File: config.mk
export PLATFORM = sky130hd
export DESIGN_NAME = lsrc_bound_cell
export DESIGN_NICKNAME = d
export VERILOG_FILES = /design/src/rtl/lsrc_pkg.sv /design/src/rtl/lsrc_bound_cell.sv
export SDC_FILE = /design/constraint.sdc
export NUM_CORES = 2
export LEC_CHECK = 0
export ABC_AREA = 1
export BUFFER_PORTS_ARGS = -buffer_cell sky130_fd_sc_hd__buf_4
export CELL_PAD_IN_SITES_DETAIL_PLACEMENT = 2
export CELL_PAD_IN_SITES_GLOBAL_PLACEMENT = 2
export CORE_ASPECT_RATIO = 0.75
export CORE_MARGIN = 10
export CORE_UTILIZATION = 36
export CTS_CLUSTER_SIZE = 8
export DETAILED_ROUTE_END_ITERATION = 12
export MAX_ROUTING_LAYER = met4
export PLACE_DENSITY = 0.86
export SYNTH_ARGS = -nofsm -noshare
export SYNTH_HDL_FRONTEND = slang
export SYNTH_SLANG_ARGS = --single-unit
File: constraint.sdc
create_clock -name clock -period 8 [get_ports clock]
set_clock_uncertainty 0.1 [all_clocks]
set_input_delay 1.2 -clock clock [delete_from_list [all_inputs] [get_ports clock]]
set_output_delay 1.2 -clock clock [all_outputs]
set_load 0.005 [all_outputs]
File: src/rtl/lsrc_pkg.sv
// Shared types and constants of the line segment rectangle clipper.
package lsrc_pkg;

   localparam int CoordBits = 16;
   localparam int DeltaBits = CoordBits + 1;
   localparam int ProdBits  = 2 * DeltaBits;
   localparam int RemBits   = 2 * CoordBits;
   localparam int Lanes     = 4;

   localparam logic signed [CoordBits-1:0] RectLeftReset   = CoordBits'(0);
   localparam logic signed [CoordBits-1:0] RectTopReset    = CoordBits'(0);
   localparam logic signed [CoordBits-1:0] RectRightReset  = CoordBits'(479);
   localparam logic signed [CoordBits-1:0] RectBottomReset = CoordBits'(799);

   typedef enum logic [1:0] {
      CSR_RECT_LEFT   = 2'd0,
      CSR_RECT_TOP    = 2'd1,
      CSR_RECT_RIGHT  = 2'd2,
      CSR_RECT_BOTTOM = 2'd3
   } csr_index_type;

   typedef struct packed {
      logic signed [CoordBits-1:0] start_x;
      logic signed [CoordBits-1:0] start_y;
      logic signed [CoordBits-1:0] end_x;
      logic signed [CoordBits-1:0] end_y;
   } req_type;

   typedef struct packed {
      logic                        visible;
      logic signed [CoordBits-1:0] clip_start_x;
      logic signed [CoordBits-1:0] clip_start_y;
      logic signed [CoordBits-1:0] clip_end_x;
      logic signed [CoordBits-1:0] clip_end_y;
   } rsp_type;

   typedef struct packed {
      logic signed [CoordBits-1:0] sx;
      logic signed [CoordBits-1:0] sy;
      logic signed [CoordBits-1:0] ex;
      logic signed [CoordBits-1:0] ey;
      logic signed [DeltaBits-1:0] dx;
      logic signed [DeltaBits-1:0] dy;
   } seg_type;

   // Entry (t0) and exit (t1) parameters as fractions, denominators positive.
   typedef struct packed {
      logic signed [DeltaBits-1:0] t0n;
      logic signed [DeltaBits-1:0] t0d;
      logic signed [DeltaBits-1:0] t1n;
      logic signed [DeltaBits-1:0] t1d;
      logic                        vis;
   } frac_type;

   localparam frac_type FracInit = '{
      t0n: DeltaBits'(0), t0d: DeltaBits'(1),
      t1n: DeltaBits'(1), t1d: DeltaBits'(1),
      vis: 1'b1
   };

   typedef struct packed {
      logic [RemBits-1:0]   rem;
      logic [CoordBits-1:0] den;
      logic [CoordBits-1:0] quot;
      logic                 neg;
   } div_lane_type;

   // Lanes: t0*dx, t0*dy, t1*dx, t1*dy.
   typedef struct packed {
      seg_type                        seg;
      logic                           vis;
      div_lane_type [Lanes-1:0]       lane;
   } div_stage_type;

endpackage

File: src/rtl/lsrc_bound_cell.sv
// One clip boundary: forms p and q, cross-multiplies, then raises t0, lowers t1, or drops a parallel segment outside.
module lsrc_bound_cell #(
   parameter int unsigned BOUND = 0
) (
   input  logic                                    clock,
   input  logic                                    reset,
   input  logic                                    en,
   input  logic                                    in_valid,
   input  lsrc_pkg::seg_type                       in_seg,
   input  lsrc_pkg::frac_type                      in_frac,
   input  logic signed [lsrc_pkg::CoordBits-1:0]   bound_val,
   output logic                                    out_valid,
   output lsrc_pkg::seg_type                       out_seg,
   output lsrc_pkg::frac_type                      out_frac
);

   localparam int Db = lsrc_pkg::DeltaBits;
   localparam int Pb = lsrc_pkg::ProdBits;
   localparam bit UseX    = BOUND < 2;
   localparam bit LowSide = (BOUND % 2) == 0;

   logic signed [Db-1:0] dsel;
   logic signed [Db-1:0] ssel;
   logic signed [Db-1:0] p;
   logic signed [Db-1:0] q;
   logic signed [Db-1:0] rn;
   logic signed [Db-1:0] rd;
   logic                 pneg;
   logic signed [Pb-1:0] lhs;
   logic signed [Pb-1:0] rhs;

   logic                 a_valid_ff;
   lsrc_pkg::seg_type    a_seg_ff;
   lsrc_pkg::frac_type   a_frac_ff;
   logic                 a_pneg_ff;
   logic                 a_pzero_ff;
   logic                 a_qneg_ff;
   logic signed [Db-1:0] a_rn_ff;
   logic signed [Db-1:0] a_rd_ff;
   logic signed [Pb-1:0] a_lhs_ff;
   logic signed [Pb-1:0] a_rhs_ff;

   logic                 b_valid_ff;
   lsrc_pkg::seg_type    b_seg_ff;
   lsrc_pkg::frac_type   b_frac_in;
   lsrc_pkg::frac_type   b_frac_ff;

   always_comb begin
      dsel = UseX ? in_seg.dx : in_seg.dy;
      ssel = UseX ? Db'(in_seg.sx) : Db'(in_seg.sy);
      if (LowSide) begin
         p = -dsel;
         q = ssel - Db'(bound_val);
      end else begin
         p = dsel;
         q = Db'(bound_val) - ssel;
      end
      pneg = p[Db-1];
      rn   = pneg ? -q : q;
      rd   = pneg ? -p : p;
      lhs  = Pb'(rn) * Pb'(pneg ? in_frac.t0d : in_frac.t1d);
      rhs  = Pb'(pneg ? in_frac.t0n : in_frac.t1n) * Pb'(rd);
   end

   always_ff @(posedge clock) begin
      if (reset) begin
         a_valid_ff <= 1'b0;
         b_valid_ff <= 1'b0;
      end else if (en) begin
         a_valid_ff <= in_valid;
         b_valid_ff <= a_valid_ff;
      end
   end

   always_ff @(posedge clock) begin
      if (en) begin
         a_seg_ff   <= in_seg;
         a_frac_ff  <= in_frac;
         a_pneg_ff  <= pneg;
         a_pzero_ff <= (p == '0);
         a_qneg_ff  <= q[Db-1];
         a_rn_ff    <= rn;
         a_rd_ff    <= rd;
         a_lhs_ff   <= lhs;
         a_rhs_ff   <= rhs;
         b_seg_ff   <= a_seg_ff;
         b_frac_ff  <= b_frac_in;
      end
   end

   // Parallel boundary: drop the segment if it starts outside.
   always_comb begin
      b_frac_in = a_frac_ff;
      if (a_pzero_ff) begin
         if (a_qneg_ff) b_frac_in.vis = 1'b0;
      end else if (a_pneg_ff) begin
         if (a_lhs_ff > a_rhs_ff) begin
            b_frac_in.t0n = a_rn_ff;
            b_frac_in.t0d = a_rd_ff;
         end
      end else if (a_lhs_ff < a_rhs_ff) begin
         b_frac_in.t1n = a_rn_ff;
         b_frac_in.t1d = a_rd_ff;
      end
   end

   assign out_valid = b_valid_ff;
   assign out_seg   = b_seg_ff;
   assign out_frac  = b_frac_ff;

endmodule

==> results of run 1 <==
==> per-stage QoR <==
stage               cell area (sq um)  utilization, %
floorplan                       39800               -
global placement                49000            44.8
detailed placement              49000            44.8
==> cells by family after synthesis <==
| logic type | count (synthesis) | synth area share, % |
|---|---|---|
| simple gates | 1395 | 14.6 |
| compound gates | 226 | 3.42 |
| flops | 440 | 33.2 |
| buf+inv | 958 | 9.48 |
| xor+xnor | 96 | 2.35 |
| fa+ha+maj | 815 | 36.9 |
==> metrics.log, run 1 <==
[metrics] buffer depth of the longest clock path: 3
[metrics] H-tree Lvls: 3
[metrics] number of buffers inserted for hold repair after clock tree synthesis: 0
[metrics] tool error: [ERROR DPL-0033] detailed placement checks failed during check placement.
[metrics] number of rows in the core area: 105
[metrics] die height: 308 um
[metrics] weighted congestion reported at the end of routability-driven placement: 0.950
[metrics] status: aborted with a tool error
[metrics] CTS sink count: 440
[metrics] Stopped at: clock tree synthesis
[metrics] top cell type by total area after synthesis: sky130_fd_sc_hd__edfxtp_1
[metrics] Initial Utilization: 36.3%
[metrics] Synth warnings: 0
[metrics] Distinct cells, synth: 57
[metrics] post-synth design cell area: 39700 sq um
[metrics] number of nets produced by synthesis: 4932
[metrics] count of state elements after synthesis: 440
[metrics] Port Buf Inserts: 354
[metrics] root buffer cell: sky130_fd_sc_hd__clkbuf_16
[metrics] mean instance size in the synthesized netlist: 10.1 sq um
[metrics] number of setup buffers added after CTS: 164
[metrics] IO Pins: 355
[metrics] number of clock buffers inserted by TritonCTS: 67
[metrics] leading cell types by count after synthesis: sky130_fd_sc_hd__inv_1, sky130_fd_sc_hd__nand2_1, sky130_fd_sc_hd__fa_1
[metrics] number of instances in the synthesized netlist: 3930
[metrics] sequential fraction of the synthesis area: 33.2%
[metrics] area share of the leading cell type in the synthesized netlist: 33.1%
[metrics] Synth area leaders: sky130_fd_sc_hd__edfxtp_1, sky130_fd_sc_hd__fa_1, sky130_fd_sc_hd__inv_1, sky130_fd_sc_hd__nand2_1, sky130_fd_sc_hd__ha_1
[metrics] total half-perimeter wirelength after legalization and detailed placement: 190 mm
[metrics] leading cell type by number of instances after synthesis: sky130_fd_sc_hd__inv_1
[metrics] # resized after CTS: 938
[metrics] width of the die: 404 um
[metrics] worst slack after detailed placement: -2.14 ns
[metrics] number of flops mapped to enable cells by yosys: 438
[metrics] number of cells after detailed placement: 6294
[metrics] most used flip-flop cell after synthesis: sky130_fd_sc_hd__edfxtp_1
[metrics] share of flip-flops with an asynchronous set or reset after synthesis: 0%
==> inputs of run 2 (changes only) <==
Settings changed: CELL_PAD_IN_SITES_DETAIL_PLACEMENT 2 to not set, CELL_PAD_IN_SITES_GLOBAL_PLACEMENT 2 to not set, CORE_ASPECT_RATIO 0.75 to not set, CORE_UTILIZATION 36 to 40, CTS_CLUSTER_SIZE 8 to not set, MAX_ROUTING_LAYER met4 to not set, PLACE_DENSITY 0.86 to not set, PLACE_DENSITY_LB_ADDON set to 0.15.
Clock period 8 ns to 10.4 ns, I/O delays scaled along.
==> run 2 against run 1 <==
  * Synthesized cell count unchanged
  * Area after synthesis unchanged
  * The run now ends clean
==> metrics.log, run 2 <==
[metrics] status: completed
[metrics] Synth warnings: 0 (unchanged)
[metrics] capture point of the worst path: a_rhs_ff[32]
[metrics] setup slack of the worst register-to-register path: 6.15 ns
[metrics] mean instance size in the synthesized netlist: 10.1 sq um (unchanged)
[metrics] placed cell area: 44000 sq um (-10%)
[metrics] routed vias: 28.1k
[metrics] Via density: 4.98
[metrics] leading cell types by count after synthesis: sky130_fd_sc_hd__inv_1, sky130_fd_sc_hd__nand2_1, sky130_fd_sc_hd__fa_1
[metrics] unrepaired setup endpoints after global routing: false
[metrics] number of buffers inserted for hold repair after clock tree synthesis: 0 (unchanged)
[metrics] Antenna Violating Nets Remaining: 0
[metrics] Avg WL per Cell: 21.8 um
[metrics] number of rows in the core area: 115 (+9.5%)
[metrics] # resized after CTS: 0 (-100%)
[metrics] Initial Utilization: 40.4% (+4.1 points)
[metrics] count of buffering cells on the critical path with inverters included: 8
[metrics] number of violations of the max-capacitance limit: 0
[metrics] IO Pins: 355 (unchanged)
[metrics] most used flip-flop cell after synthesis: sky130_fd_sc_hd__edfxtp_1
[metrics] worst path required time: 10.64 ns
[metrics] CP Class: input pin to flip-flop
[metrics] vias in the first global route: 29.0k
[metrics] initial antenna violation count: 8
[metrics] Layout Cell Area excl Fill: 45500 sq um
[metrics] width of the die: 335 um (-17%)
[metrics] shortest clock period the worst path allows after layout: 9.38 ns
[metrics] fraction of the cycle the final worst path needs: 90.2%
[metrics] routed wire length: 123 mm
[metrics] Crit path largest cell delay: 0.62 ns
[metrics] maximum net fanout on the critical path: 19
[metrics] cells on worst reg2reg path: 13
[metrics] synthesis-to-layout area growth: 14.6%
[metrics] grt ovf: 0
[metrics] share of flip-flops with an asynchronous set or reset after synthesis: 0% (unchanged)
[metrics] wire length of the first global-routing pass: 188 mm
[metrics] area of the core region: 98400 sq um
[metrics] Nets: 5309
[metrics] Synth area leaders: sky130_fd_sc_hd__edfxtp_1, sky130_fd_sc_hd__fa_1, sky130_fd_sc_hd__inv_1, sky130_fd_sc_hd__nand2_1, sky130_fd_sc_hd__ha_1
[metrics] launch instance of the worst register-to-register path: a_lhs_ff[25]
[metrics] count of state elements after synthesis: 440 (unchanged)
[metrics] endpoint of the worst register-to-register path: out_frac[59]
[metrics] buffer depth of the longest clock path: 3 (unchanged)
[metrics] Port Buf Inserts: 354 (unchanged)
[metrics] number of nets produced by synthesis: 4932 (unchanged)
[metrics] H-tree Lvls: 2 (-1)
[metrics] arrival time of the worst setup path: 9.62 ns
[metrics] root buffer cell: sky130_fd_sc_hd__clkbuf_16
[metrics] Least-Margin Pin Slew: 1.07 ns
[metrics] setup-violating endpoint count in the final report: 0
[metrics] Distinct cells, synth: 57 (unchanged)
[metrics] die height: 335 um (+8.9%)
[metrics] post-synth design cell area: 39700 sq um (unchanged)
[metrics] number of setup buffers added after CTS: 0 (-100%)
[metrics] cell at the slowest stage of the critical path: sky130_fd_sc_hd__a21oi_1
[metrics] total half-perimeter wirelength after legalization and detailed placement: 102 mm (-46%)
[metrics] number of clock buffers inserted by TritonCTS: 48 (-28%)
[metrics] weighted congestion reported at the end of routability-driven placement: 0.897 (-5.6%)
[metrics] most frequent cells in the layout: sky130_fd_sc_hd__inv_1, sky130_fd_sc_hd__nand2_1, sky130_fd_sc_hd__fa_1
[metrics] CTS sink count: 440 (unchanged)
[metrics] family with the most delay on the worst path: adder cells
[metrics] Crit path depth: 28
[metrics] Critical Path Sink Type: flip-flop
[metrics] fraction of layout instances using a drive strength above 1: 13.8%
[metrics] top cell type by total area after synthesis: sky130_fd_sc_hd__edfxtp_1
[metrics] type of origin of the critical path: input pin
[metrics] number of max-slew violations in the final report: 0
[metrics] worst skew pair latency: 0.61 ns
[metrics] launch point of the critical path: in_seg[18]
[metrics] cell repeated most along the worst path: sky130_fd_sc_hd__fa_1
[metrics] largest net degree at the start of global routing: 139
[metrics] area of the die: 112000 sq um
[metrics] initial DRC count: 2164
[metrics] GRT Total Usage: 22.1%
[metrics] class of the most critical hold timing path: flip-flop to flip-flop
[metrics] Max Clk Rate: 0.107 GHz
[metrics] sequential fraction of the synthesis area: 33.2% (unchanged)
[metrics] area share of the leading cell type in the synthesized netlist: 33.1% (unchanged)
[metrics] DRC viols: 0
[metrics] leading cell type by number of instances after synthesis: sky130_fd_sc_hd__inv_1
[metrics] clock transition at the register clock pins on the worst setup and hold paths after CTS: 0.06 ns
[metrics] relative slew slack: 28.5%
[metrics] number of flops mapped to enable cells by yosys: 438 (unchanged)
[metrics] number of instances in the synthesized netlist: 3930 (unchanged)
[metrics] commonest non-fill, non-tap cell in the layout: sky130_fd_sc_hd__inv_1
[metrics] drt pass-1 iters: 6
[metrics] TritonCTS clock tree: built
[metrics] Final Hold Violating Endpoints: 0
[metrics] Setup TNS Final: 0 ns
## run 2: cell counts after synthesis
Identical to the previous run, type by type.
## run 2: worst min-delay path by stage
stage	startpoint	to	slack, ns	cells after the start
2_1_floorplan	a_seg_ff[0]	out_seg[0]	0.30	0
3_3_place_gp	a_seg_ff[64]	out_seg[64]	0.30	0
3_5_place_dp	a_seg_ff[16]	out_seg[16]	0.30	0
4_1_cts	a_seg_ff[16]	out_seg[16]	0.31	0
5_1_grt	a_seg_ff[55]	out_seg[55]	0.32	0
6_report	a_seg_ff[16]	out_seg[16]	0.32	0
## run 2: metal layers
layer,part of all wire (%),routed length (um),GRT usage [%],vias to the layer above
met2,45,55100,34.5,959
met3,8.5,10400,5.11,122
met5,0.074,91,0,-
met4,2.0,2480,4.57,14
li1,-,-,-,12800
met1,45,54600,31.2,14100
## run 2: logic make-up (layout without fill, tap and decap cells)
family / after synthesis / in the layout / synth area share [%]
fa+ha+maj: 815 / 815 / 36.9
other cells: 0 / 2 / 0
simple gates: 1395 / 1395 / 14.6
xor+xnor: 96 / 96 / 2.35
compound gates: 226 / 226 / 3.42
flops: 440 / 440 / 33.2
buf+inv: 958 / 1375 / 9.48
## run 2: metrics by stage
step	setup slack [ns]	hold WS, ns	std cells	util [%]
6_report	1.02	0.315	5636	46.3
3_3_place_gp	0.448	0.300	5544	44.7
4_1_cts	1.01	0.313	5634	46.3
2_1_floorplan	1.36	0.300	3930	-
3_5_place_dp	0.451	0.305	5544	44.7
5_1_grt	0.578	0.319	5634	46.3
## run 2: area by class of cell
type / count / area (sq um)
multi-input cells: 2532 / 22800
flip-flops and latches: 440 / 13200
diodes: 2 / 5.00
inverters: 881 / 3310
well taps: 1287 / 1610
repair buffers: 404 / 3050
fillers: 9421 / 52900
clock inverters: 34 / 310
clock buffers: 56 / 1250
## run 2: worst register-to-register path, stage by stage (launching register included)
cell and delay (ns):
sky130_fd_sc_hd__edfxtp_1 0.38, sky130_fd_sc_hd__ha_1 0.30, sky130_fd_sc_hd__nand2_1 0.10, sky130_fd_sc_hd__nor2_1 0.16
sky130_fd_sc_hd__nand3_1 0.10, sky130_fd_sc_hd__nor4_1 0.52, sky130_fd_sc_hd__o2111ai_1 0.33, sky130_fd_sc_hd__nand3_1 0.20
sky130_fd_sc_hd__nand2_1 0.06, sky130_fd_sc_hd__nand2_1 0.06, sky130_fd_sc_hd__buf_4 0.43, sky130_fd_sc_hd__nand2_2 0.72
sky130_fd_sc_hd__nand2_1 0.24, sky130_fd_sc_hd__nand2_1 0.21
Power of run 2 is not shown: default switching activity piles up to over one toggle a cycle in this logic, so the estimate is an artifact.
