===== src/rtl/lsrc_pkg.sv =====
// Shared types and constants of the line segment rectangle clipper.
package lsrc_pkg;

   localparam int CoordBits = 16;
   localparam int DeltaBits = CoordBits + 1;
   localparam int ProdBits  = 2 * DeltaBits;
   localparam int RemBits   = 2 * CoordBits;
   localparam int Lanes     = 4;

   localparam logic signed [CoordBits-1:0] RectLeftReset   = CoordBits'(0);
   localparam logic signed [CoordBits-1:0] RectTopReset    = CoordBits'(0);
   localparam logic signed [CoordBits-1:0] RectRightReset  = CoordBits'(479);
   localparam logic signed [CoordBits-1:0] RectBottomReset = CoordBits'(799);

   typedef enum logic [1:0] {
      CSR_RECT_LEFT   = 2'd0,
      CSR_RECT_TOP    = 2'd1,
      CSR_RECT_RIGHT  = 2'd2,
      CSR_RECT_BOTTOM = 2'd3
   } csr_index_type;

   typedef struct packed {
      logic signed [CoordBits-1:0] start_x;
      logic signed [CoordBits-1:0] start_y;
      logic signed [CoordBits-1:0] end_x;
      logic signed [CoordBits-1:0] end_y;
   } req_type;

   typedef struct packed {
      logic                        visible;
      logic signed [CoordBits-1:0] clip_start_x;
      logic signed [CoordBits-1:0] clip_start_y;
      logic signed [CoordBits-1:0] clip_end_x;
      logic signed [CoordBits-1:0] clip_end_y;
   } rsp_type;

   typedef struct packed {
      logic signed [CoordBits-1:0] sx;
      logic signed [CoordBits-1:0] sy;
      logic signed [CoordBits-1:0] ex;
      logic signed [CoordBits-1:0] ey;
      logic signed [DeltaBits-1:0] dx;
      logic signed [DeltaBits-1:0] dy;
   } seg_type;

   // Entry (t0) and exit (t1) parameters as fractions, denominators positive.
   typedef struct packed {
      logic signed [DeltaBits-1:0] t0n;
      logic signed [DeltaBits-1:0] t0d;
      logic signed [DeltaBits-1:0] t1n;
      logic signed [DeltaBits-1:0] t1d;
      logic                        vis;
   } frac_type;

   localparam frac_type FracInit = '{
      t0n: DeltaBits'(0), t0d: DeltaBits'(1),
      t1n: DeltaBits'(1), t1d: DeltaBits'(1),
      vis: 1'b1
   };

   typedef struct packed {
      logic [RemBits-1:0]   rem;
      logic [CoordBits-1:0] den;
      logic [CoordBits-1:0] quot;
      logic                 neg;
   } div_lane_type;

   // Lanes: t0*dx, t0*dy, t1*dx, t1*dy.
   typedef struct packed {
      seg_type                        seg;
      logic                           vis;
      div_lane_type [Lanes-1:0]       lane;
   } div_stage_type;

endpackage


===== src/rtl/lsrc_div_cell.sv =====
// One restoring-division step: resolves one quotient bit for all four lanes.
module lsrc_div_cell #(
   parameter int unsigned BIT = 0
) (
   input  logic                    clock,
   input  logic                    reset,
   input  logic                    en,
   input  logic                    in_valid,
   input  lsrc_pkg::div_stage_type in_stage,
   output logic                    out_valid,
   output lsrc_pkg::div_stage_type out_stage
);

   localparam int Rb = lsrc_pkg::RemBits;

   lsrc_pkg::div_stage_type step;
   logic [Rb-1:0]           trial [lsrc_pkg::Lanes];
   logic                    out_valid_ff;
   lsrc_pkg::div_stage_type out_stage_ff;

   always_comb begin
      step = in_stage;
      for (int j = 0; j < lsrc_pkg::Lanes; j++) begin
         trial[j] = Rb'(in_stage.lane[j].den) << BIT;
         if (in_stage.lane[j].rem >= trial[j]) begin
            step.lane[j].rem       = in_stage.lane[j].rem - trial[j];
            step.lane[j].quot[BIT] = 1'b1;
         end
      end
   end

   always_ff @(posedge clock) begin
      if (reset) begin
         out_valid_ff <= 1'b0;
      end else if (en) begin
         out_valid_ff <= in_valid;
      end
   end

   always_ff @(posedge clock) begin
      if (en) out_stage_ff <= step;
   end

   assign out_valid = out_valid_ff;
   assign out_stage = out_stage_ff;

endmodule


===== config.mk =====
export PLATFORM = sky130hd
export DESIGN_NAME = lsrc_div_cell
export DESIGN_NICKNAME = d
export VERILOG_FILES = /design/src/rtl/lsrc_pkg.sv /design/src/rtl/lsrc_div_cell.sv
export SDC_FILE = /design/constraint.sdc
export NUM_CORES = 1
export LEC_CHECK = 0
export ABC_AREA = 1
export BUFFER_PORTS_ARGS = -buffer_cell sky130_fd_sc_hd__buf_2
export CORE_AREA = 2 2 285 287
export CTS_CLUSTER_DIAMETER = 120
export DETAILED_ROUTE_END_ITERATION = 8
export DIE_AREA = 0 0 287 289
export PLACE_DENSITY_LB_ADDON = 0.12
export SLEW_MARGIN = 20
export SYNTH_ARGS = -nofsm -noshare
export SYNTH_HDL_FRONTEND = slang
export SYNTH_SLANG_ARGS = --single-unit
export TNS_END_PERCENT = 10

===== constraint.sdc =====
create_clock -name clock -period 2.4 [get_ports clock]
set_clock_uncertainty 0.05 [all_clocks]
set_input_delay 0 -clock clock [delete_from_list [all_inputs] [get_ports clock]]
set_output_delay 0 -clock clock [all_outputs]
set_load 0.02 [all_outputs]

==> impl_metrics.tcl, run 1 <==
set metrics [dict create \
    post-dp-hpwl_mm 63.1 \
    root_buffer "sky130_fd_sc_hd__clkbuf_16" \
    report.final.hold_viol_count 0 \
    maxCapViolCount 0 \
    final_layout_size_suffix_gt1_frac 0.278 \
    syn-num-nets 2551 \
    synth_compound_area_frac 0.0517 \
    route.detailed.vias_per_inst 4.23 \
    drt_first_pass_iters 7 \
    power_density_nw_per_um2 644 \
    critical-path-slowest-cell "sky130_fd_sc_hd__dlygate4sd3_1" \
    distinct_cell_type_count_after_synthesis 43 \
    share_of_synthesized_cell_area_in_and_or_nand_and_nor_gates 0.237 \
    mostFrequentLayoutCells "sky130_fd_sc_hd__buf_2, sky130_fd_sc_hd__nand2_1, sky130_fd_sc_hd__dlygate4sd3_1" \
    slew_headroom 0.633 \
    grt_first_pass_wirelength_mm 114 \
    dp_worst_setup_slack_ns 0.0390 \
    commonest_non_fill_non_tap_cell_in_the_layout "sky130_fd_sc_hd__buf_2" \
    ys_seq_elements 360 \
    average_wire_per_standard_cell_um 17.9 \
    grt_max_degree 62 \
    holdCritPathClass "in -> reg" \
    synth.top_cell.area_share 0.561 \
    ys_async_sr_fraction 0 \
    core.rowCount 104 \
    initial_antenna_violation_count 8 \
    overflow 0 \
    placed_cell_area_um2 24300 \
    synth_top_area_cell "sky130_fd_sc_hd__edfxtp_1" \
    critical-path-max-stage-delay_ns 0.54 \
    post_synth_xor_area_fraction 0.0228 \
    static-leakage-power_nw 13.6 \
    grt_setup_unrepaired "true" \
    grt_util_all_layers 0.180 \
    worst_pin_slew_ns 0.551 \
    final.min_clock_period_ns 2.29 \
    synth_top_family_by_area "simple AND/OR/NAND/NOR gates" \
    antenna_violating_nets_post_route 0 \
    drt_wl_total_mm 78.6 \
    finalWorstSetupSlack_ns 0.106 \
    die_area_um2 82900 \
    cp_data_arrival_time_ns 2.58 \
    drc_errors 0 \
    post_synth_inst_count 2120 \
    dr_total_vias 18528 \
    maximum_fanout_count_along_the_critical_path 9 \
    report.final.slew_viol_count 0 \
    port_buffers 722 \
    core_area_um2 79900 \
    synth.mux.area_fraction 0.000521 \
    finalSetupViolations 0 \
    post_synth.cell_area_avg_um2 9.06 \
    filler_cell_count 8250 \
    worst_setup_path_end_kind "flop" \
    status "finished clean" \
    path_cells "dlygate4sd3_1, buf_2, inv_1, ha_1, a21o_1, a21oi_2, nand2_1, a21oi_4, nand2_4, inv_6, a21oi_1, dlygate4sd3_1" \
    critical_path_required_ns 2.68 \
    fin_crit_sh 0.956 \
    share_of_synthesized_cell_area_in_full_adder_half_adder_and_majority_cells 0.0459 \
    cts_tree "done" \
    numPlacedInstances 3921 \
    initial_core_util 0.240 \
    final_net_count 3712 \
    vdd.ir_drop.worst_mv 0.447 \
    maxClockFrequency_mhz 436 \
    max-clock-path-buffers 3 \
    path_clk_slew_ns 0.06 \
    synth-seq-area-share 0.562 \
    die_h_um 289 \
    syn-cell-area_um2 19200 \
    yosysWarnings 0 \
    clock_buffers_created_by_tritoncts 44 \
    worstSkewPairLatency_ns 0.56 \
    number_of_global_route_vias_before_repair 18753 \
    cts.sink_count 360 \
    setup.worst_path.class "in -> reg" \
    power_w 0.0191 \
    die-width_um 287 \
    synth_edf_count 359 \
    cts.htree.levels 2 \
    critical_path.most_common_cell "sky130_fd_sc_hd__dlygate4sd3_1" \
    gp_routability_congestion 0.898 \
    layout.core_utilization 0.372 \
    area_delta_synth_final_pct 54.7 \
    post-route-cell-area_um2 29700 \
    post_layout_nonfiller_instances 4380 \
    critical_path.startpoint_type "primary input" \
    ys_dominant_reg_cell "sky130_fd_sc_hd__edfxtp_1" \
    detailedRoute.firstIterationViolations 1012 \
    netlist_top_cells_area "sky130_fd_sc_hd__edfxtp_1, sky130_fd_sc_hd__nand2_1, sky130_fd_sc_hd__inv_1" \
    io_pins 723 \
]
[metal layers]
metal  part of all wire  wire length, um  track usage  vias to the layer above
met5             0.0010               82            0                        -
met4              0.027             2090       0.0501                       12
met3              0.073             5730       0.0476                      105
met2               0.49            38500        0.319                      578
met1               0.41            32200        0.214                     8555
li1                   -                -            -                     9278
[power by group]
part	internal [W]	leakage, nW	switching [W]
logic	0.00164	9.31	0.00266
registers	0.00763	3.52	0.000169
clock network	0.00420	0.745	0.00283
total	0.0135	13.6	0.00566
[final timing paths]
check                 from             end  slack [ns]  depth (start not counted)
min reg2reg      out_valid       out_valid        0.99                          3
max          in_stage[162]  out_stage[191]        0.11                         12
max reg2reg      out_valid       out_valid        1.22                          3
min          in_stage[350]  out_stage[350]        0.08                          2
[worst max-delay path, delay by kind of cell]
kind            cells  cell delay, ns
buf+inv             5            1.40
compound gates      4            0.62
fa+ha+maj           1            0.37
simple gates        2            0.19
[kinds of logic after synthesis]
group	count (synthesis)
AO/OA/AOI/OAI	183
XOR/XNOR	50
adder cells (fa/ha/maj)	68
buffers and inverters	376
flip-flops	360
multiplexers	1
AND/OR/NAND/NOR	1082
[flip-flops by register name, summed over array words and instances (netlist names)]
name / flops
out_stage: 359
out_valid: 1
[synth_stat cells, types with 3 or more instances]
master	count
sky130_fd_sc_hd__a21oi_1	100
sky130_fd_sc_hd__and3_1	3
sky130_fd_sc_hd__buf_2	5
sky130_fd_sc_hd__buf_4	3
sky130_fd_sc_hd__buf_6	12
sky130_fd_sc_hd__edfxtp_1	359
sky130_fd_sc_hd__fa_1	4
sky130_fd_sc_hd__ha_1	64
sky130_fd_sc_hd__inv_1	345
sky130_fd_sc_hd__inv_2	7
sky130_fd_sc_hd__nand2_1	674
sky130_fd_sc_hd__nand2_2	3
sky130_fd_sc_hd__nand3_1	104
sky130_fd_sc_hd__nand3_2	3
sky130_fd_sc_hd__nand3b_1	6
sky130_fd_sc_hd__nand4_1	47
sky130_fd_sc_hd__nor2_1	176
sky130_fd_sc_hd__nor2_2	12
sky130_fd_sc_hd__nor3_1	35
sky130_fd_sc_hd__o21ai_0	14
sky130_fd_sc_hd__o21ai_1	47
sky130_fd_sc_hd__o21ai_2	10
sky130_fd_sc_hd__o21bai_1	8
sky130_fd_sc_hd__or2_2	7
sky130_fd_sc_hd__xnor2_1	41
sky130_fd_sc_hd__xor2_1	9
[per-stage QoR]
stage / hold slack (ns) / setup TNS, ns
2_1_floorplan: 0.0224 / 0
3_3_place_gp: 0.109 / -0.000460
3_5_place_dp: 0.112 / 0
4_1_cts: 0.0232 / 0
5_1_grt: 0.0517 / -0.0510
6_report: 0.0765 / 0
[timing repair]
item	CTS	global route
hold buffers	367	0
resized for setup	0	32
buffers inserted	0	6
endpoints found under the setup margin	0	38
endpoints found under the hold margin	397	0
[area by class of cell]
cell class / count / area, um^2 / area share
Timing Repair Buffer: 1135 / 7740 / 0.261
Clock buffer: 54 / 1190 / 0.0401
Clock inverter: 28 / 323 / 0.0109
Antenna cell: 3 / 7.51 / 0.000253
Sequential cell: 360 / 10800 / 0.364
Multi-Input combinational cell: 1385 / 6970 / 0.235
Tap cell: 1060 / 1330 / 0.0446
Inverter: 355 / 1350 / 0.0454
(Power assumes the default switching activity.)
==> run 2: changes to the inputs <==
--- a/config.mk
+++ b/config.mk
@@ -11,6 +11,7 @@
 export CTS_CLUSTER_DIAMETER = 120
 export DETAILED_ROUTE_END_ITERATION = 8
 export DIE_AREA = 0 0 287 289
+export GPL_TIMING_DRIVEN = 0
 export PLACE_DENSITY_LB_ADDON = 0.12
 export SLEW_MARGIN = 20
 export SYNTH_ARGS = -nofsm -noshare
==> run 2 against run 1 <==
Effect of this change:
- combinational power shrank 2%
- clock power fell by 4.1%
- largest power group unchanged
- worst setup slack worse by 0.097 ns
- die area did not move
- flip-flop and latch count unchanged
- final cell count is 0.55% lower
- critical path depth rose by 2
- critical endpoint is now out_stage[252]
==> impl_metrics.tcl, run 2 (same netlist as run 1, synthesis figures left out) <==
set metrics [dict create \
    largest_register_ff_count 359 \
    final.min_clock_period_ns 2.39 \
    detailedRoute.firstIterationViolations 1062 \
    vdd.ir_drop.worst_mv 0.502 \
    seq_power_share 0.415 \
    power_density_nw_per_um2 636 \
    holdCritPathClass "in -> reg" \
    drt_wl_total_mm 77.4 \
    dr_total_vias 18488 \
    cts.sink_count 360 \
    clock_buffers_created_by_tritoncts 45 \
    io_pins 723 \
    area_delta_synth_final_pct 53.4 \
    dp_worst_setup_slack_ns -0.0549 \
    maximum_fanout_count_along_the_critical_path 5 \
    die-width_um 287 \
    number_of_global_route_vias_before_repair 18874 \
    p_switching_w 0.00564 \
    report.final.slew_viol_count 0 \
    cts.htree.levels 2 \
    critical_path.startpoint_type "primary input" \
    worstSkewPairLatency_ns 0.57 \
    initial_antenna_violation_count 7 \
    initial_core_util 0.240 \
    drc_errors 0 \
    die_h_um 289 \
    placed_cell_area_um2 24300 \
    max-clock-path-buffers 3 \
    post-route-cell-area_um2 29500 \
    critical_path_required_ns 2.79 \
    mostFrequentLayoutCells "sky130_fd_sc_hd__buf_2, sky130_fd_sc_hd__nand2_1, sky130_fd_sc_hd__dlygate4sd3_1" \
    worst_setup_path_end_kind "flop" \
    grt_max_degree 102 \
    grt_setup_unrepaired "true" \
    cts_tree "done" \
    power.clock.fraction 0.359 \
    post-dp-hpwl_mm 62.2 \
    average_wire_per_standard_cell_um 17.8 \
    final_net_count 3691 \
    maxCapViolCount 0 \
    cp_data_arrival_time_ns 2.78 \
    commonest_non_fill_non_tap_cell_in_the_layout "sky130_fd_sc_hd__buf_2" \
    grt_first_pass_wirelength_mm 113 \
    power_w 0.0188 \
    core_area_um2 79900 \
    maxClockFrequency_mhz 418 \
    overflow 0 \
    slew_headroom 0.607 \
    setup.worst_path.class "in -> reg" \
    worst_pin_slew_ns 0.583 \
    route.detailed.vias_per_inst 4.24 \
    finalWorstSetupSlack_ns 0.00948 \
    fin_crit_sh 0.996 \
    grt_util_all_layers 0.179 \
    gp_routability_congestion 0.909 \
    report.final.hold_viol_count 0 \
    port_buffers 722 \
    status "finished clean" \
    final_layout_size_suffix_gt1_frac 0.271 \
    static-leakage-power_nw 13.5 \
    internal_power_w 0.0131 \
    finalSetupViolations 0 \
    layout.core_utilization 0.369 \
    power.share.combinational 0.226 \
    root_buffer "sky130_fd_sc_hd__clkbuf_16" \
    core.rowCount 104 \
    switching_share 0.301 \
    filler_cell_count 8278 \
    antenna_violating_nets_post_route 0 \
    drt_first_pass_iters 7 \
    die_area_um2 82900 \
    path_clk_slew_ns 0.06 \
]
[run 2: critical path: stages]
cell and delay, ns:
sky130_fd_sc_hd__dlygate4sd3_1 0.56, sky130_fd_sc_hd__buf_2 0.15, sky130_fd_sc_hd__ha_1 0.23, sky130_fd_sc_hd__fa_1 0.41, sky130_fd_sc_hd__inv_1 0.13, sky130_fd_sc_hd__nand3_1 0.09
sky130_fd_sc_hd__nand3_2 0.11, sky130_fd_sc_hd__nand2_1 0.06, sky130_fd_sc_hd__nand2_1 0.17, sky130_fd_sc_hd__a21oi_4 0.11, sky130_fd_sc_hd__nand3_1 0.08, sky130_fd_sc_hd__nand2_1 0.04
sky130_fd_sc_hd__dlygate4sd3_1 0.54, sky130_fd_sc_hd__nand2_1 0.07
[run 2: stage by stage]
stage	cells	hold slack [ns]	TNS [ns]
floorplan	2120	0.0224	0
CTS	4356	0.0291	0
finish	4356	0.0796	0
global placement	3902	0.112	-1528.03
global route	4356	0.0454	-0.0718
detailed placement	3906	0.120	-0.0994
[run 2: metal layers]
metal / part of all wire / track usage / vias up
li1: - / - / 9226
met1: 0.41 / 0.212 / 8574
met2: 0.49 / 0.321 / 572
met3: 0.069 / 0.0444 / 104
met4: 0.023 / 0.0456 / 12
met5: 0.00094 / 0 / -
[run 2: worst paths after layout]
| path | startpoint | to | slack, ns | cells after the start |
|---|---|---|---|---|
| hold reg to reg | out_valid | out_valid | 1.09 | 3 |
| setup reg to reg | out_valid | out_valid | 1.13 | 3 |
| hold / removal | in_stage[201] | out_stage[201] | 0.08 | 2 |
| setup / recovery | in_stage[212] | out_stage[252] | 0.009 | 14 |
[run 2: cell type report]
cell class                      count  area [um^2]  area share
Clock inverter                     31          248     0.00841
Antenna cell                        1         2.50   0.0000849
Inverter                          355         1340      0.0456
Sequential cell                   360        10800       0.366
Tap cell                         1060         1330      0.0450
Multi-Input combinational cell   1384         6950       0.236
Clock buffer                       51         1190      0.0404
Buffer                             20          193     0.00654
Timing Repair Buffer             1094         7420       0.252
[run 2: timing repair]
action	4_1_cts	5_1_grt
resized for setup	0	26
setup endpoints to repair	0	41
hold endpoints to repair	421	0
hold buffers	368	0
buffers inserted	0	0
[run 2: power by group through the flow]
stage	sequential (W)	clock [W]	combinational [W]
global route	0.00783	0.00721	0.00460
finish	0.00778	0.00674	0.00423
CTS	0.00779	0.00702	0.00426
floorplan	0.00869	0	0.00126
detailed placement	0.00790	0	0.00374
global placement	0.00798	0	0.00373
==> run 3: changes to the inputs <==
--- a/config.mk
+++ b/config.mk
@@ -5,14 +5,15 @@
 export SDC_FILE = /design/constraint.sdc
 export NUM_CORES = 1
 export LEC_CHECK = 0
-export ABC_AREA = 1
 export BUFFER_PORTS_ARGS = -buffer_cell sky130_fd_sc_hd__buf_2
-export CORE_AREA = 2 2 285 287
+export CORE_AREA = 2 2 282 284
 export CTS_CLUSTER_DIAMETER = 120
 export DETAILED_ROUTE_END_ITERATION = 8
-export DIE_AREA = 0 0 287 289
+export DIE_AREA = 0 0 284 286
 export GPL_TIMING_DRIVEN = 0
 export PLACE_DENSITY_LB_ADDON = 0.12
+export RECOVER_POWER = 100
+export SETUP_SLACK_MARGIN = 0.4
 export SLEW_MARGIN = 20
 export SYNTH_ARGS = -nofsm -noshare
 export SYNTH_HDL_FRONTEND = slang
==> run 3 against run 2 <==
Effect of this change:
- the flow now finishes with violations (negative hold slack, max-capacitance violations, max-slew violations)
- core utilization fell by 2.1 points
- register-to-register slack improved by 0.07 ns
- global-route usage fell by 1.9 points
- maximum frequency rose by 8.8%
- synthesized cell count fell by 40%
- first-iteration DRC count fell by 25%
- die area fell by 2.1%
- worst setup slack improved by 0.19 ns
- non-clock buffer count rose by 45
- total power fell by 0.84%
==> impl_metrics.tcl, run 3 <==
set metrics [dict create \
    synth_edf_count 359 \
    static-leakage-power_nw 10.4 \
    grt_util_all_layers 0.160 \
    report.final.hold_viol_count 49 \
    largest_register_ff_count 359 \
    syn-cell-area_um2 16700 \
    path_clk_slew_ns 0.06 \
    synth_top_area_cell "sky130_fd_sc_hd__edfxtp_1" \
    synth.top_cell.area_share 0.644 \
    initial_core_util 0.214 \
    worstSkewPairLatency_ns 0.59 \
    placed_cell_area_um2 22000 \
    grt_max_degree 101 \
    reg2reg_setup_slack_ns 1.20 \
    timing.reg2reg.worst_path_depth 3 \
    root_buffer "sky130_fd_sc_hd__clkbuf_16" \
    commonest_non_fill_non_tap_cell_in_the_layout "sky130_fd_sc_hd__clkbuf_1" \
    setup.worst_path.class "in -> reg" \
    post-route-cell-area_um2 27300 \
    overflow 0 \
    maximum_fanout_count_along_the_critical_path 8 \
    kind_of_cell_adding_the_most_delay_to_the_critical_path "simple AND/OR/NAND/NOR gates" \
    post-dp-hpwl_mm 51.2 \
    critical-path-max-stage-delay_ns 0.41 \
    path_cells "clkbuf_1, inv_1, ha_1, clkbuf_2, nand3_1, nor3_2, a2111oi_4, o2111ai_4, buf_6, nand4bb_4, or3_4, xnor2_1" \
    ys_seq_elements 360 \
    area_delta_synth_final_pct 62.9 \
    maxClockFrequency_mhz 455 \
    critical_path.n_buffers_inverters 4 \
    dp_worst_setup_slack_ns -0.773 \
    number_of_global_route_vias_before_repair 15809 \
    synth.mux.area_fraction 0.00717 \
    mostFrequentLayoutCells "sky130_fd_sc_hd__clkbuf_1, sky130_fd_sc_hd__dlygate4sd3_1, sky130_fd_sc_hd__edfxtp_1" \
    worst_hold_path.num_cells 1 \
    critical_path_required_ns 2.69 \
    critical_path.startpoint_type "primary input" \
    antenna_violating_nets_post_route 0 \
    seq_area_um2 10800 \
    maxCapViolCount 1 \
    cell_types_with_the_highest_counts_after_synthesis "sky130_fd_sc_hd__edfxtp_1, sky130_fd_sc_hd__nand2_1, sky130_fd_sc_hd__inv_1" \
    violations "negative hold slack, max-capacitance violations, max-slew violations" \
    post_synth_xor_area_fraction 0.0565 \
    report.final.slew_viol_count 63 \
    die-width_um 284 \
    layout.core_utilization 0.348 \
    synth-seq-area-share 0.645 \
    netlist_top_cells_area "sky130_fd_sc_hd__edfxtp_1, sky130_fd_sc_hd__ha_1, sky130_fd_sc_hd__xor2_1" \
    cts.htree.levels 2 \
    ys_dominant_reg_cell "sky130_fd_sc_hd__edfxtp_1" \
    reg2reg_to "out_valid" \
    filler_cell_count 8178 \
    route.detailed.vias_per_inst 4.29 \
    vdd.ir_drop.worst_mv 0.479 \
    initial_antenna_violation_count 19 \
    r2r-start "out_valid" \
    dr_total_vias 15199 \
    share_of_synthesized_cell_area_in_and_or_nand_and_nor_gates 0.116 \
    critical-path-slowest-cell "sky130_fd_sc_hd__or3_4" \
    max-clock-path-buffers 3 \
    grt_setup_unrepaired "true" \
    whs_endpoint "out_stage[82]" \
    multi_input_gate_area_um2 5940 \
    synthMostInstantiatedCell "sky130_fd_sc_hd__edfxtp_1" \
    drt_wl_total_mm 68.4 \
    yosysWarnings 0 \
    final_net_count 2878 \
    drc_errors 0 \
    fin_crit_sh 0.915 \
    post_synth_inst_count 1267 \
    min-delay-start "in_stage[82]" \
    final.min_clock_period_ns 2.20 \
    status "complete, but fails checks" \
    finalSetupViolations 0 \
    worst_setup_path_end_kind "flop" \
    detailedRoute.firstIterationViolations 801 \
    holdWs_ns -0.354 \
    ys_async_sr_fraction 0 \
    slew_headroom -0.133 \
    grt_first_pass_wirelength_mm 99.0 \
    power_density_nw_per_um2 682 \
    synth_compound_area_frac 0.0978 \
    finalWorstSetupSlack_ns 0.203 \
    clock_buffers_created_by_tritoncts 45 \
    holdCritPathClass "in -> reg" \
    core.rowCount 103 \
    cts_tree "done" \
    worst_pin_slew_ns 1.70 \
    synth_top_family_by_area "simple AND/OR/NAND/NOR gates" \
    distinct_cell_type_count_after_synthesis 80 \
    gp_routability_congestion 0.853 \
    die_area_um2 81200 \
    core_area_um2 78400 \
    average_wire_per_standard_cell_um 19.3 \
    final_layout_size_suffix_gt1_frac 0.208 \
    port_buffers 722 \
    share_of_synthesized_cell_area_in_full_adder_half_adder_and_majority_cells 0.0526 \
    syn-num-nets 1698 \
    cts.sink_count 360 \
    cp_data_arrival_time_ns 2.48 \
    io_pins 723 \
    post_synth.cell_area_avg_um2 13.2 \
    drt_first_pass_iters 5 \
    die_h_um 286 \
]
## run 3: cell count changes in the layout (fill, tap and decap cells not counted), sizes merged, moves of 21 or more
cell | before | now
buf | 746 | 341
nor2 | 191 | 79
clkbuf | 51 | 493
nand2 | 679 | 89
inv | 359 | 87
a21oi | 102 | 70
nand4 | 47 | 21
a21o | 2 | 23
xor2 | 9 | 57
nand3 | 108 | 17
## run 3: worst max path at each step
stage | from | endpoint | slack [ns] | cells after the start
final | in_stage[161] | out_stage[181] | 0.20 | 12
after global routing | in_stage[28] | out_stage[46] | 0.1 | 12
after CTS | in_stage[97] | out_stage[113] | 0.20 | 12
after detailed placement | in_stage[148] | out_stage[192] | -0.77 | 10
after global placement | en | out_valid | -4.57 | 3
after floorplan | in_stage[163] | out_stage[181] | 0.08 | 10
## run 3: stage by stage
step | std cells | setup TNS (ns) | power (W)
6_report | 3546 | 0 | 0.0186
5_1_grt | 3540 | 0 | 0.0194
4_1_cts | 3489 | 0 | 0.0190
3_5_place_dp | 3043 | -49.41 | 0.0113
3_3_place_gp | 3039 | -1638.90 | 0.0113
2_1_floorplan | 1267 | 0 | 0.00973
## run 3: final cells by class
type / count / share of cell area
diodes: 14 / 0.00128
plain buffers: 26 / 0.00587
clock buffers: 53 / 0.0424
clock inverters: 29 / 0.0134
inverters: 82 / 0.0121
multi-input cells: 799 / 0.218
flip-flops and latches: 360 / 0.396
well taps: 1050 / 0.0482
repair buffers: 1133 / 0.263
## run 3: layer usage
metal | part of all wire | vias to the layer above | global-route usage | wire (um)
li1 | - | 7164 | - | -
met1 | 0.39 | 7320 | 0.181 | 26600
met2 | 0.50 | 576 | 0.282 | 34500
met3 | 0.079 | 127 | 0.0523 | 5390
met4 | 0.027 | 12 | 0.0529 | 1850
met5 | 0.0011 | - | 0 | 74
## run 3: worst register-to-register path: stages (launching register included)
cell and delay, ns:
sky130_fd_sc_hd__dfxtp_1 0.31, sky130_fd_sc_hd__mux2i_1 0.13, sky130_fd_sc_hd__nor2_1 0.06, sky130_fd_sc_hd__dlygate4sd3_1 0.55
## run 3: cell families (layout without fill, tap and decap cells)
group                      count (synthesis)  count (layout)
and+or+nand+nor                          366             366
DFF                                      360             360
AOI/OAI and AO/OA                        246             246
xor gates and xnor gates                 108             108
buffers and inverters                    108            1323
adders and majority gates                 68              68
muxes                                     11              11
other                                      0              14
## run 3: repair_timing
item / 4_1_cts / 5_1_grt
cloned: 0 / 2
resized for setup: 17 / 70
setup buffers: 5 / 20
endpoints found under the hold margin: 394 / 117
hold buffers: 359 / 22
pin swaps: 4 / 18
endpoints found under the setup margin: 110 / 124
## run 3: power breakdown
group	switching [W]	internal (W)	leakage, nW
Combinational	0.00234	0.00141	6.14
Sequential	0.000162	0.00764	3.52
Clock	0.00290	0.00415	0.729
